## src/hw/rtl/md2_pkg.sv

```systemverilog
// Shared types, constants and the S-box table for the MD2 digest block.
`default_nettype none

package md2_pkg;

  localparam int BLK_LEN  = 16;
  localparam int WORK_LEN = 'h30;
  localparam int ROUNDS   = 18;

  localparam logic [7:0] SBOX [256] = '{
    8'd41,  8'd46,  8'd67,  8'd201, 8'd162, 8'd216, 8'd124, 8'd1,
    8'd61,  8'd54,  8'd84,  8'd161, 8'd236, 8'd240, 8'd6,   8'd19,
    8'd98,  8'd167, 8'd5,   8'd243, 8'd192, 8'd199, 8'd115, 8'd140,
    8'd152, 8'd147, 8'd43,  8'd217, 8'd188, 8'd76,  8'd130, 8'd202,
    8'd30,  8'd155, 8'd87,  8'd60,  8'd253, 8'd212, 8'd224, 8'd22,
    8'd103, 8'd66,  8'd111, 8'd24,  8'd138, 8'd23,  8'd229, 8'd18,
    8'd190, 8'd78,  8'd196, 8'd214, 8'd218, 8'd158, 8'd222, 8'd73,
    8'd160, 8'd251, 8'd245, 8'd142, 8'd187, 8'd47,  8'd238, 8'd122,
    8'd169, 8'd104, 8'd121, 8'd145, 8'd21,  8'd178, 8'd7,   8'd63,
    8'd148, 8'd194, 8'd16,  8'd137, 8'd11,  8'd34,  8'd95,  8'd33,
    8'd128, 8'd127, 8'd93,  8'd154, 8'd90,  8'd144, 8'd50,  8'd39,
    8'd53,  8'd62,  8'd204, 8'd231, 8'd191, 8'd247, 8'd151, 8'd3,
    8'd255, 8'd25,  8'd48,  8'd179, 8'd72,  8'd165, 8'd181, 8'd209,
    8'd215, 8'd94,  8'd146, 8'd42,  8'd172, 8'd86,  8'd170, 8'd198,
    8'd79,  8'd184, 8'd56,  8'd210, 8'd150, 8'd164, 8'd125, 8'd182,
    8'd118, 8'd252, 8'd107, 8'd226, 8'd156, 8'd116, 8'd4,   8'd241,
    8'd69,  8'd157, 8'd112, 8'd89,  8'd100, 8'd113, 8'd135, 8'd32,
    8'd134, 8'd91,  8'd207, 8'd101, 8'd230, 8'd45,  8'd168, 8'd2,
    8'd27,  8'd96,  8'd37,  8'd173, 8'd174, 8'd176, 8'd185, 8'd246,
    8'd28,  8'd70,  8'd97,  8'd105, 8'd52,  8'd64,  8'd126, 8'd15,
    8'd85,  8'd71,  8'd163, 8'd35,  8'd221, 8'd81,  8'd175, 8'd58,
    8'd195, 8'd92,  8'd249, 8'd206, 8'd186, 8'd197, 8'd234, 8'd38,
    8'd44,  8'd83,  8'd13,  8'd110, 8'd133, 8'd40,  8'd132, 8'd9,
    8'd211, 8'd223, 8'd205, 8'd244, 8'd65,  8'd129, 8'd77,  8'd82,
    8'd106, 8'd220, 8'd55,  8'd200, 8'd108, 8'd193, 8'd171, 8'd250,
    8'd36,  8'd225, 8'd123, 8'd8,   8'd12,  8'd189, 8'd177, 8'd74,
    8'd120, 8'd136, 8'd149, 8'd139, 8'd227, 8'd99,  8'd232, 8'd109,
    8'd233, 8'd203, 8'd213, 8'd254, 8'd59,  8'd0,   8'd29,  8'd57,
    8'd242, 8'd239, 8'd183, 8'd14,  8'd102, 8'd88,  8'd208, 8'd228,
    8'd166, 8'd119, 8'd114, 8'd248, 8'd235, 8'd117, 8'd75,  8'd10,
    8'd49,  8'd68,  8'd80,  8'd180, 8'd143, 8'd237, 8'd31,  8'd26,
    8'd219, 8'd153, 8'd141, 8'd51,  8'd159, 8'd17,  8'd131, 8'd20
  };

  typedef logic [BLK_LEN-1:0][7:0] md2_block_t;

  typedef struct packed {
    logic start;
    logic clear;
  } mix_ctrl_t;

  typedef enum logic [1:0] {
    MX_IDLE,
    MX_CSUM,
    MX_ROUND
  } mx_phase_t;

  typedef enum logic [2:0] {
    ST_IDLE,
    ST_PAD,
    ST_LOAD,
    ST_MIX,
    ST_EMIT
  } top_state_t;

  function automatic logic [7:0] md2_sbox(input logic [7:0] idx);
    return SBOX[idx];
  endfunction

endpackage

`default_nettype wire

```

## src/hw/rtl/md2_stream_if.sv

```systemverilog
// Valid/ready channel interfaces for message words and digest words.
`default_nettype none

interface md2_in_if;
  logic       valid;
  logic       ready;
  logic       mode;
  logic [7:0] data_byte;

  modport source(output valid, output mode, output data_byte, input ready);
  modport sink(input valid, input mode, input data_byte, output ready);
endinterface

interface md2_out_if;
  logic       valid;
  logic       ready;
  logic [7:0] digest_byte;
  logic [3:0] byte_position;
  logic       last_byte;

  modport source(output valid, output digest_byte, output byte_position, output last_byte,
                 input ready);
  modport sink(input valid, input digest_byte, input byte_position, input last_byte,
               output ready);
endinterface

`default_nettype wire

```

## src/hw/rtl/md2_mixer.sv

```systemverilog
// Block mixer: one shared S-box step per cycle over checksum and 48-byte work line.
`default_nettype none

module md2_mixer (
  input  logic               clk,
  input  logic               rst,
  input  md2_pkg::mix_ctrl_t ctrl,
  input  md2_pkg::md2_block_t blk,
  output md2_pkg::md2_block_t chain,
  output md2_pkg::md2_block_t checksum,
  output logic               done
);
  import md2_pkg::*;

  logic [7:0] w [WORK_LEN];
  mx_phase_t  phase, phase_next;
  logic [5:0] k;
  logic [4:0] r;
  logic [7:0] t;
  logic [7:0] sb_idx;
  logic [7:0] sb_out;
  logic [7:0] mixed;
  logic       csum_last;
  logic       step_last;
  logic       round_last;

  assign csum_last  = (k == 6'(BLK_LEN - 1));
  assign step_last  = (k == 6'(WORK_LEN - 1));
  assign round_last = (r == 5'(ROUNDS - 1));

  always_comb begin
    phase_next = phase;
    case (phase)
      MX_IDLE:  if (ctrl.start) phase_next = MX_CSUM;
      MX_CSUM:  if (csum_last) phase_next = MX_ROUND;
      MX_ROUND: if (step_last && round_last) phase_next = MX_IDLE;
      default:  phase_next = MX_IDLE;
    endcase
  end

  always_comb begin
    if (phase == MX_CSUM) begin
      sb_idx = blk[k[3:0]] ^ t;
    end else begin
      sb_idx = t;
    end
    sb_out = md2_sbox(sb_idx);
    mixed  = ((phase == MX_CSUM) ? checksum[0] : w[0]) ^ sb_out;
    done   = (phase == MX_ROUND) && step_last && round_last;
  end

  always_ff @(posedge clk) begin
    if (ctrl.start) begin
      for (int i = 0; i < BLK_LEN; i++) begin
        w[i]             <= chain[i];
        w[i + BLK_LEN]   <= blk[i];
        w[i + 2*BLK_LEN] <= blk[i] ^ chain[i];
      end
    end else if (phase == MX_ROUND) begin
      for (int i = 0; i < WORK_LEN - 1; i++) begin
        w[i] <= w[i + 1];
      end
      w[WORK_LEN-1] <= mixed;
    end
  end

  always_ff @(posedge clk) begin
    if (rst) begin
      phase    <= MX_IDLE;
      k        <= '0;
      r        <= '0;
      t        <= '0;
      chain    <= '0;
      checksum <= '0;
    end else begin
      phase <= phase_next;
      if (ctrl.clear) begin
        chain    <= '0;
        checksum <= '0;
      end
      case (phase)
        MX_IDLE: begin
          if (ctrl.start) begin
            t <= checksum[BLK_LEN-1];
            k <= '0;
          end
        end
        MX_CSUM: begin
          for (int i = 0; i < BLK_LEN - 1; i++) begin
            checksum[i] <= checksum[i + 1];
          end
          checksum[BLK_LEN-1] <= mixed;
          if (csum_last) begin
            k <= '0;
            r <= '0;
            t <= '0;
          end else begin
            k <= k + 6'd1;
            t <= mixed;
          end
        end
        MX_ROUND: begin
          if (step_last) begin
            k <= '0;
            t <= mixed + {3'b000, r};
            r <= r + 5'd1;
            if (round_last) begin
              for (int i = 0; i < BLK_LEN; i++) begin
                chain[i] <= w[i + 1];
              end
            end
          end else begin
            k <= k + 6'd1;
            t <= mixed;
          end
        end
        default: k <= '0;
      endcase
    end
  end

endmodule

`default_nettype wire

```

## src/hw/rtl/md2_message_digest_top.sv

```systemverilog
// MD2 digest top level: word gathering, padding, sequencing and digest output.
// Usage:
//   msg channel: mode 0 carries one message byte in data_byte; mode 1 ends
//   the message. digest channel: after a finish word, 16 words carry the
//   digest, first byte first, byte_position 0..15, last_byte on the last.
// Timing:
//   The 16th byte of a block starts a mix (one load, the checksum pass,
//   then 18 rounds of 48 steps), during which ready is low.
//   The mix length is set by the single S-box lookup in the mixer, one
//   dependent step per cycle.
//   A finish word pads the block with (16 - bytes in block) bytes, runs two
//   mixes (the padded block, then the checksum), then sends the 16 digest
//   words at up to one per cycle.
// Reset clears chain state, checksum and fill count; an empty message then
//   digests as the empty string. These also clear after the last digest word.
// A stalled digest receiver holds the current word; no new word is taken
//   until the whole digest has gone out.
`default_nettype none

module md2_message_digest_top (
  input logic      clk,
  input logic      rst,
  md2_in_if.sink   msg,
  md2_out_if.source digest
);
  import md2_pkg::*;

  top_state_t state, state_next;
  md2_block_t blk_buf;
  md2_block_t chain;
  md2_block_t checksum;
  mix_ctrl_t  ctrl;
  logic       done;
  logic [3:0] fill;
  logic [3:0] pos;
  logic [7:0] pad_val;
  logic       finishing;
  logic       ck_pass;
  logic       in_fire;
  logic       out_fire;
  logic       fill_last;
  logic       pos_last;

  md2_mixer u_mixer (
    .clk      (clk),
    .rst      (rst),
    .ctrl     (ctrl),
    .blk      (blk_buf),
    .chain    (chain),
    .checksum (checksum),
    .done     (done)
  );

  assign in_fire   = msg.valid && msg.ready;
  assign out_fire  = digest.valid && digest.ready;
  assign fill_last = (fill == 4'(BLK_LEN - 1));
  assign pos_last  = (pos == 4'(BLK_LEN - 1));

  always_comb begin
    state_next = state;
    case (state)
      ST_IDLE: begin
        if (in_fire) begin
          if (msg.mode) begin
            state_next = ST_PAD;
          end else if (fill_last) begin
            state_next = ST_LOAD;
          end
        end
      end
      ST_PAD: if (fill_last) state_next = ST_LOAD;
      ST_LOAD: state_next = ST_MIX;
      ST_MIX: begin
        if (done) begin
          if (!finishing) begin
            state_next = ST_IDLE;
          end else if (!ck_pass) begin
            state_next = ST_LOAD;
          end else begin
            state_next = ST_EMIT;
          end
        end
      end
      ST_EMIT: if (out_fire && pos_last) state_next = ST_IDLE;
      default: state_next = ST_IDLE;
    endcase
  end

  always_comb begin
    msg.ready            = (state == ST_IDLE);
    ctrl.start           = (state == ST_LOAD);
    ctrl.clear           = out_fire && pos_last;
    digest.valid         = (state == ST_EMIT);
    digest.digest_byte   = chain[pos];
    digest.byte_position = pos;
    digest.last_byte     = pos_last;
  end

  always_ff @(posedge clk) begin
    if (state == ST_IDLE && in_fire) begin
      if (!msg.mode) begin
        for (int i = 0; i < BLK_LEN - 1; i++) begin
          blk_buf[i] <= blk_buf[i + 1];
        end
        blk_buf[BLK_LEN-1] <= msg.data_byte;
      end else begin
        pad_val <= 8'(5'(BLK_LEN) - {1'b0, fill});
      end
    end else if (state == ST_PAD) begin
      for (int i = 0; i < BLK_LEN - 1; i++) begin
        blk_buf[i] <= blk_buf[i + 1];
      end
      blk_buf[BLK_LEN-1] <= pad_val;
    end else if (state == ST_MIX && done && finishing && !ck_pass) begin
      blk_buf <= checksum;
    end
  end

  always_ff @(posedge clk) begin
    if (rst) begin
      state     <= ST_IDLE;
      fill      <= '0;
      pos       <= '0;
      finishing <= 1'b0;
      ck_pass   <= 1'b0;
    end else begin
      state <= state_next;
      case (state)
        ST_IDLE: begin
          if (in_fire) begin
            if (msg.mode) begin
              finishing <= 1'b1;
            end else begin
              fill <= fill + 4'd1;
            end
          end
        end
        ST_PAD: fill <= fill + 4'd1;
        ST_MIX: begin
          if (done && finishing) begin
            if (!ck_pass) begin
              ck_pass <= 1'b1;
            end else begin
              pos <= '0;
            end
          end
        end
        ST_EMIT: begin
          if (out_fire) begin
            pos <= pos + 4'd1;
            if (pos_last) begin
              finishing <= 1'b0;
              ck_pass   <= 1'b0;
              fill      <= '0;
            end
          end
        end
        default: pos <= '0;
      endcase
    end
  end

endmodule

`default_nettype wire

```

## src/flat_wrapper.sv

```systemverilog
// flat-port wrapper written by rule: the top's interface ports become plain ports
module md2_message_digest_top_flat import md2_pkg::*;
  (clk, rst, msg_valid, msg_mode, msg_data_byte, msg_ready, digest_valid, digest_digest_byte, digest_byte_position, digest_last_byte, digest_ready);
  md2_in_if msg_i ();
  md2_out_if digest_i ();
  input logic clk;
  input logic rst;
  input wire logic [$bits(msg_i.valid)-1:0] msg_valid;
  input wire logic [$bits(msg_i.mode)-1:0] msg_mode;
  input wire logic [$bits(msg_i.data_byte)-1:0] msg_data_byte;
  output wire logic [$bits(msg_i.ready)-1:0] msg_ready;
  output wire logic [$bits(digest_i.valid)-1:0] digest_valid;
  output wire logic [$bits(digest_i.digest_byte)-1:0] digest_digest_byte;
  output wire logic [$bits(digest_i.byte_position)-1:0] digest_byte_position;
  output wire logic [$bits(digest_i.last_byte)-1:0] digest_last_byte;
  input wire logic [$bits(digest_i.ready)-1:0] digest_ready;
  assign msg_i.valid = msg_valid;
  assign msg_i.mode = msg_mode;
  assign msg_i.data_byte = msg_data_byte;
  assign msg_ready = msg_i.ready;
  assign digest_valid = digest_i.valid;
  assign digest_digest_byte = digest_i.digest_byte;
  assign digest_byte_position = digest_i.byte_position;
  assign digest_last_byte = digest_i.last_byte;
  assign digest_i.ready = digest_ready;
  md2_message_digest_top u_core (.clk(clk), .rst(rst), .msg(msg_i), .digest(digest_i));
endmodule
```

## config.mk

```make
export PLATFORM = sky130hd
export DESIGN_NAME = md2_message_digest_top_flat
export DESIGN_NICKNAME = d
export VERILOG_FILES = /design/src/hw/rtl/md2_pkg.sv /design/src/hw/rtl/md2_stream_if.sv /design/src/hw/rtl/md2_mixer.sv /design/src/hw/rtl/md2_message_digest_top.sv /design/src/flat_wrapper.sv
export SDC_FILE = /design/constraint.sdc
export NUM_CORES = 2
export LEC_CHECK = 0
export ABC_AREA = 1
export BUFFER_PORTS_ARGS = -buffer_cell sky130_fd_sc_hd__buf_2
export CORE_MARGIN = 2
export CORE_UTILIZATION = 55
export DETAILED_ROUTE_END_ITERATION = 8
export PLACE_DENSITY = 0.77
export SLEW_MARGIN = 0
export SYNTH_ARGS = -nofsm -noshare
export SYNTH_HDL_FRONTEND = slang
export SYNTH_SLANG_ARGS = --single-unit
```

## constraint.sdc

```tcl
create_clock -name clk -period 10.8 [get_ports clk]
set_clock_uncertainty 0.2 [all_clocks]
set_input_delay 1.08 -clock clk [delete_from_list [all_inputs] [get_ports clk]]
set_output_delay 1.08 -clock clk [all_outputs]
set_load 0.005 [all_outputs]
```

==> results.md <==
* Status: complete, no violations
* Min Tclk post-route at roughly 6.7 ns
* Rel. slew slack at 0.0885
* Largest net degree at the start of global routing at about 190
* Ant diodes at 0
* Setup CP Type: reg2reg
* Initial antenna violation count at 1
* Initial DRT Pass Iterations at 6
* Critical Path RT at between 10 and 15 ns
* Share of layout cells above drive strength 1 at 0.0663
* Drt total wl at roughly 110000 microns
* Post-CTS Setup Bufs at 0
* Post-synth EDFFs at 517
* Startpoint Class: register
* Slew at the pin closest to its max-slew limit at roughly 1.4 ns
* Die Span Y at approximately 270 microns
* Net Sw Frac at 0.407
* Row Count at 97
* Clock Root Buffer: clkbuf_16
* Final hold viol count at 0
* Area of the core at around 70000 sq um
* Mapped Cells at 4660
* RSZ-0062 raised after global routing: no
* Synth warn at 0
* DR iter-0 viols at 4198
* CP Max Fanout at 13
* Cell Area, Synth at about 40000 sq um
* Syn Area/Cell at approximately 8.4 sq um
* Design Area, Final at about 42000 sq um
* Peak VDD IR at roughly 220 uV
* DRC viols at 0
* Synth Area in XOR/XNOR at 0.0158
* Starting density of the core at 0.557
* Clock share of power at 0.216
* Routed via count at 32747
* Hold_buf cts at 0
* Met1 Use GR at 0.436
* Share of the yosys chip area belonging to registers at 0.545
* Mapped Nets at 4702
* HPWL Detailed at 70400 microns
* Layout net count at between 4000 and 5000
* Crit end category: register
* Met2 Use GR at 0.482
* Final period utilization at 0.625
* Critical Path AT at 7.02 ns
* Most used cell, CP: nand2_1
* Most used DFF post-synth: edfxtp_1
* Complex-gate fraction of the synthesized area at 0.148
* IO Count at 28
* Simple-Gate Fraction of Synth Area at 0.211
* PwrDens at around 310 nW/um^2
* CTS buffer count at between 80 and 90
* Congestion Overflow GR at 0
* TritonCTS clock tree: done
* Async set-reset flop share out of synthesis at 0
* NetSw at approximately 5.4 mW
* Clock Path Buffers at 3
* Peak Freq at around 150 MHz
* Vias per cell at 5.93
* PortBufs at 27
* DIE WIDTH at 271 microns
* Post-synthesis adder-cell area fraction at 0.00946
* Register share of total power at 0.415
* Mux contribution to synthesized area at 0.0126
* CTS sink cnt at a little over 800
* Vias in the first global route at about 31000
* Combinational share of power at 0.369
* Placed cell areas at between 30000 and 40000 sq um
* Int Pwr at between 7 and 8 mW
* Met3 usage at 0.0454
* CTS resizes at 0
* Slowest cell on crit path: clkinv_1
* Total Die Area at ~73000 sq um
* Post-DRT Antenna Nets at 0
* Most used routing layer: met2
* GPL Wtd Cong at 0.972
* Max Slew Vio Count at 0
* First-pass GRT wire length at 177000 microns
* Yosys cell types at a little under 60
* GRT Overall Usage at 0.308
* Maxcap violations at 0
* Synthesized flop and latch total at 807
* Largest family of logic cells by synthesized area: simple AND/OR/NAND/NOR gates
* Clk slew on worst S/H paths at 0.06 ns
* Clk Latency, worst-skew pair at between 0.6 and 0.7 ns
* DR WL/cell at ~21 microns
* CTS HTree Levels at 3
* Max incr delay on CP at 0.60 ns
* Type of the worst min-delay path: reg2reg
* Syn-to-layout area delta at 8.09%
* Final Power at 13.3 mW
* Leakage power at 15.8 nW
* Final setup fails at 0
* Setup tns final at 0 ns
## synth_stat cells, types with 28 or more instances
cell / n / area share
nand2_1: 1525 / 0.15
o21ai_0: 551 / 0.070
edfxtp_1: 517 / 0.40
a21oi_1: 440 / 0.056
dfxtp_1: 290 / 0.15
nand3_1: 259 / 0.033
clkbuf_1: 232 / 0.022
inv_1: 232 / 0.022
nor2_1: 198 / 0.019
xnor2_1: 61 / 0.014
mux2_2: 43 / 0.012
buf_2: 28 / 0.0036
ha_1: 28 / 0.0089
## power groups by stage
stage | combinational, mW | clock, mW | sequential (mW)
after floorplan | 3.35 | 0 | 5.44
after global placement | 4.79 | 0 | 5.52
after detailed placement | 4.80 | 0 | 5.55
after CTS | 4.83 | 2.89 | 5.50
after global routing | 5.38 | 3.00 | 5.62
final | 4.91 | 2.87 | 5.52
## through the flow
| stage | cells | worst slack (ns) | hold WS (ns) | util |
|---|---|---|---|---|
| after global routing | 5524 | 3.77 | 0.284 | 0.602 |
| after CTS | 5524 | 4.29 | 0.254 | 0.602 |
| after detailed placement | 5372 | 4.33 | 0.255 | 0.564 |
| after floorplan | 4660 | 0.735 | 0.241 | - |
| after global placement | 5372 | 4.40 | 0.250 | 0.564 |
| final | 5524 | 4.05 | 0.247 | 0.602 |
## sequential cells by signal (all words and copies together) (netlist names)
signal	flops
u_core.blk_buf	128
u_core.ck_pass	1
u_core.digest.byte_position	4
u_core.fill	4
u_core.finishing	1
u_core.pad_val	5
u_core.state	3
u_core.u_mixer.chain	128
u_core.u_mixer.checksum	128
u_core.u_mixer.k	6
u_core.u_mixer.phase	2
u_core.u_mixer.r	5
u_core.u_mixer.t	8
u_core.u_mixer.w	384
## metal layers
metal,share of wire,wire length (microns),up-vias
met4,0.035,4050,0
li1,-,-,15428
met5,0,0,-
met3,0.086,9840,245
met1,0.42,48800,15561
met2,0.45,52200,1513
## kinds of logic after synthesis
logic type,count (synthesis)
buffers and inverters,549
xor gates and xnor gates,68
and+or+nand+nor,2054
AOI/OAI and AO/OA,1109
DFF,807
muxes,44
adders and majority gates,29
## placed cells by master, fill, tap and decap left out, drive strengths merged, types with 43 or more instances in the layout
cell / count
inv: 248
o21ai: 574
buf: 72
dfxtp: 290
nand3: 266
clkbuf: 121
xnor2: 62
nand2: 1539
mux2: 43
a21oi: 442
nor2: 202
edfxtp: 517
## worst max-delay path: cells and delay by family, from the launching register on
kind,cells,cell delay (ns)
adders and majority gates,3,1.07
and+or+nand+nor,16,2.58
xor gates and xnor gates,1,0.23
buffers and inverters,5,1.29
AOI/OAI and AO/OA,5,0.74
DFF,1,0.43
## cell type report
type / instances / area [sq um]
Fill cell: 5970 / 27900
Sequential cell: 807 / 21300
Multi-Input combinational cell: 3304 / 15600
Clock buffer: 121 / 2400
Timing Repair Buffer: 72 / 513
Tap cell: 940 / 1180
Clock inverter: 31 / 309
Inverter: 249 / 950
## worst paths after layout
check / start / slack [ns] / end / depth (start not counted)
max: u_core.u_mixer.k[3] / 4.05 / u_core.u_mixer.t[6] / 30
min: u_core.u_mixer.checksum[23] / 0.25 / u_core.u_mixer.checksum[15] / 2
max reg2reg: u_core.u_mixer.k[3] / 4.05 / u_core.u_mixer.t[6] / 30
min reg2reg: u_core.u_mixer.checksum[23] / 0.25 / u_core.u_mixer.checksum[15] / 2
(Power assumes the default switching activity.)
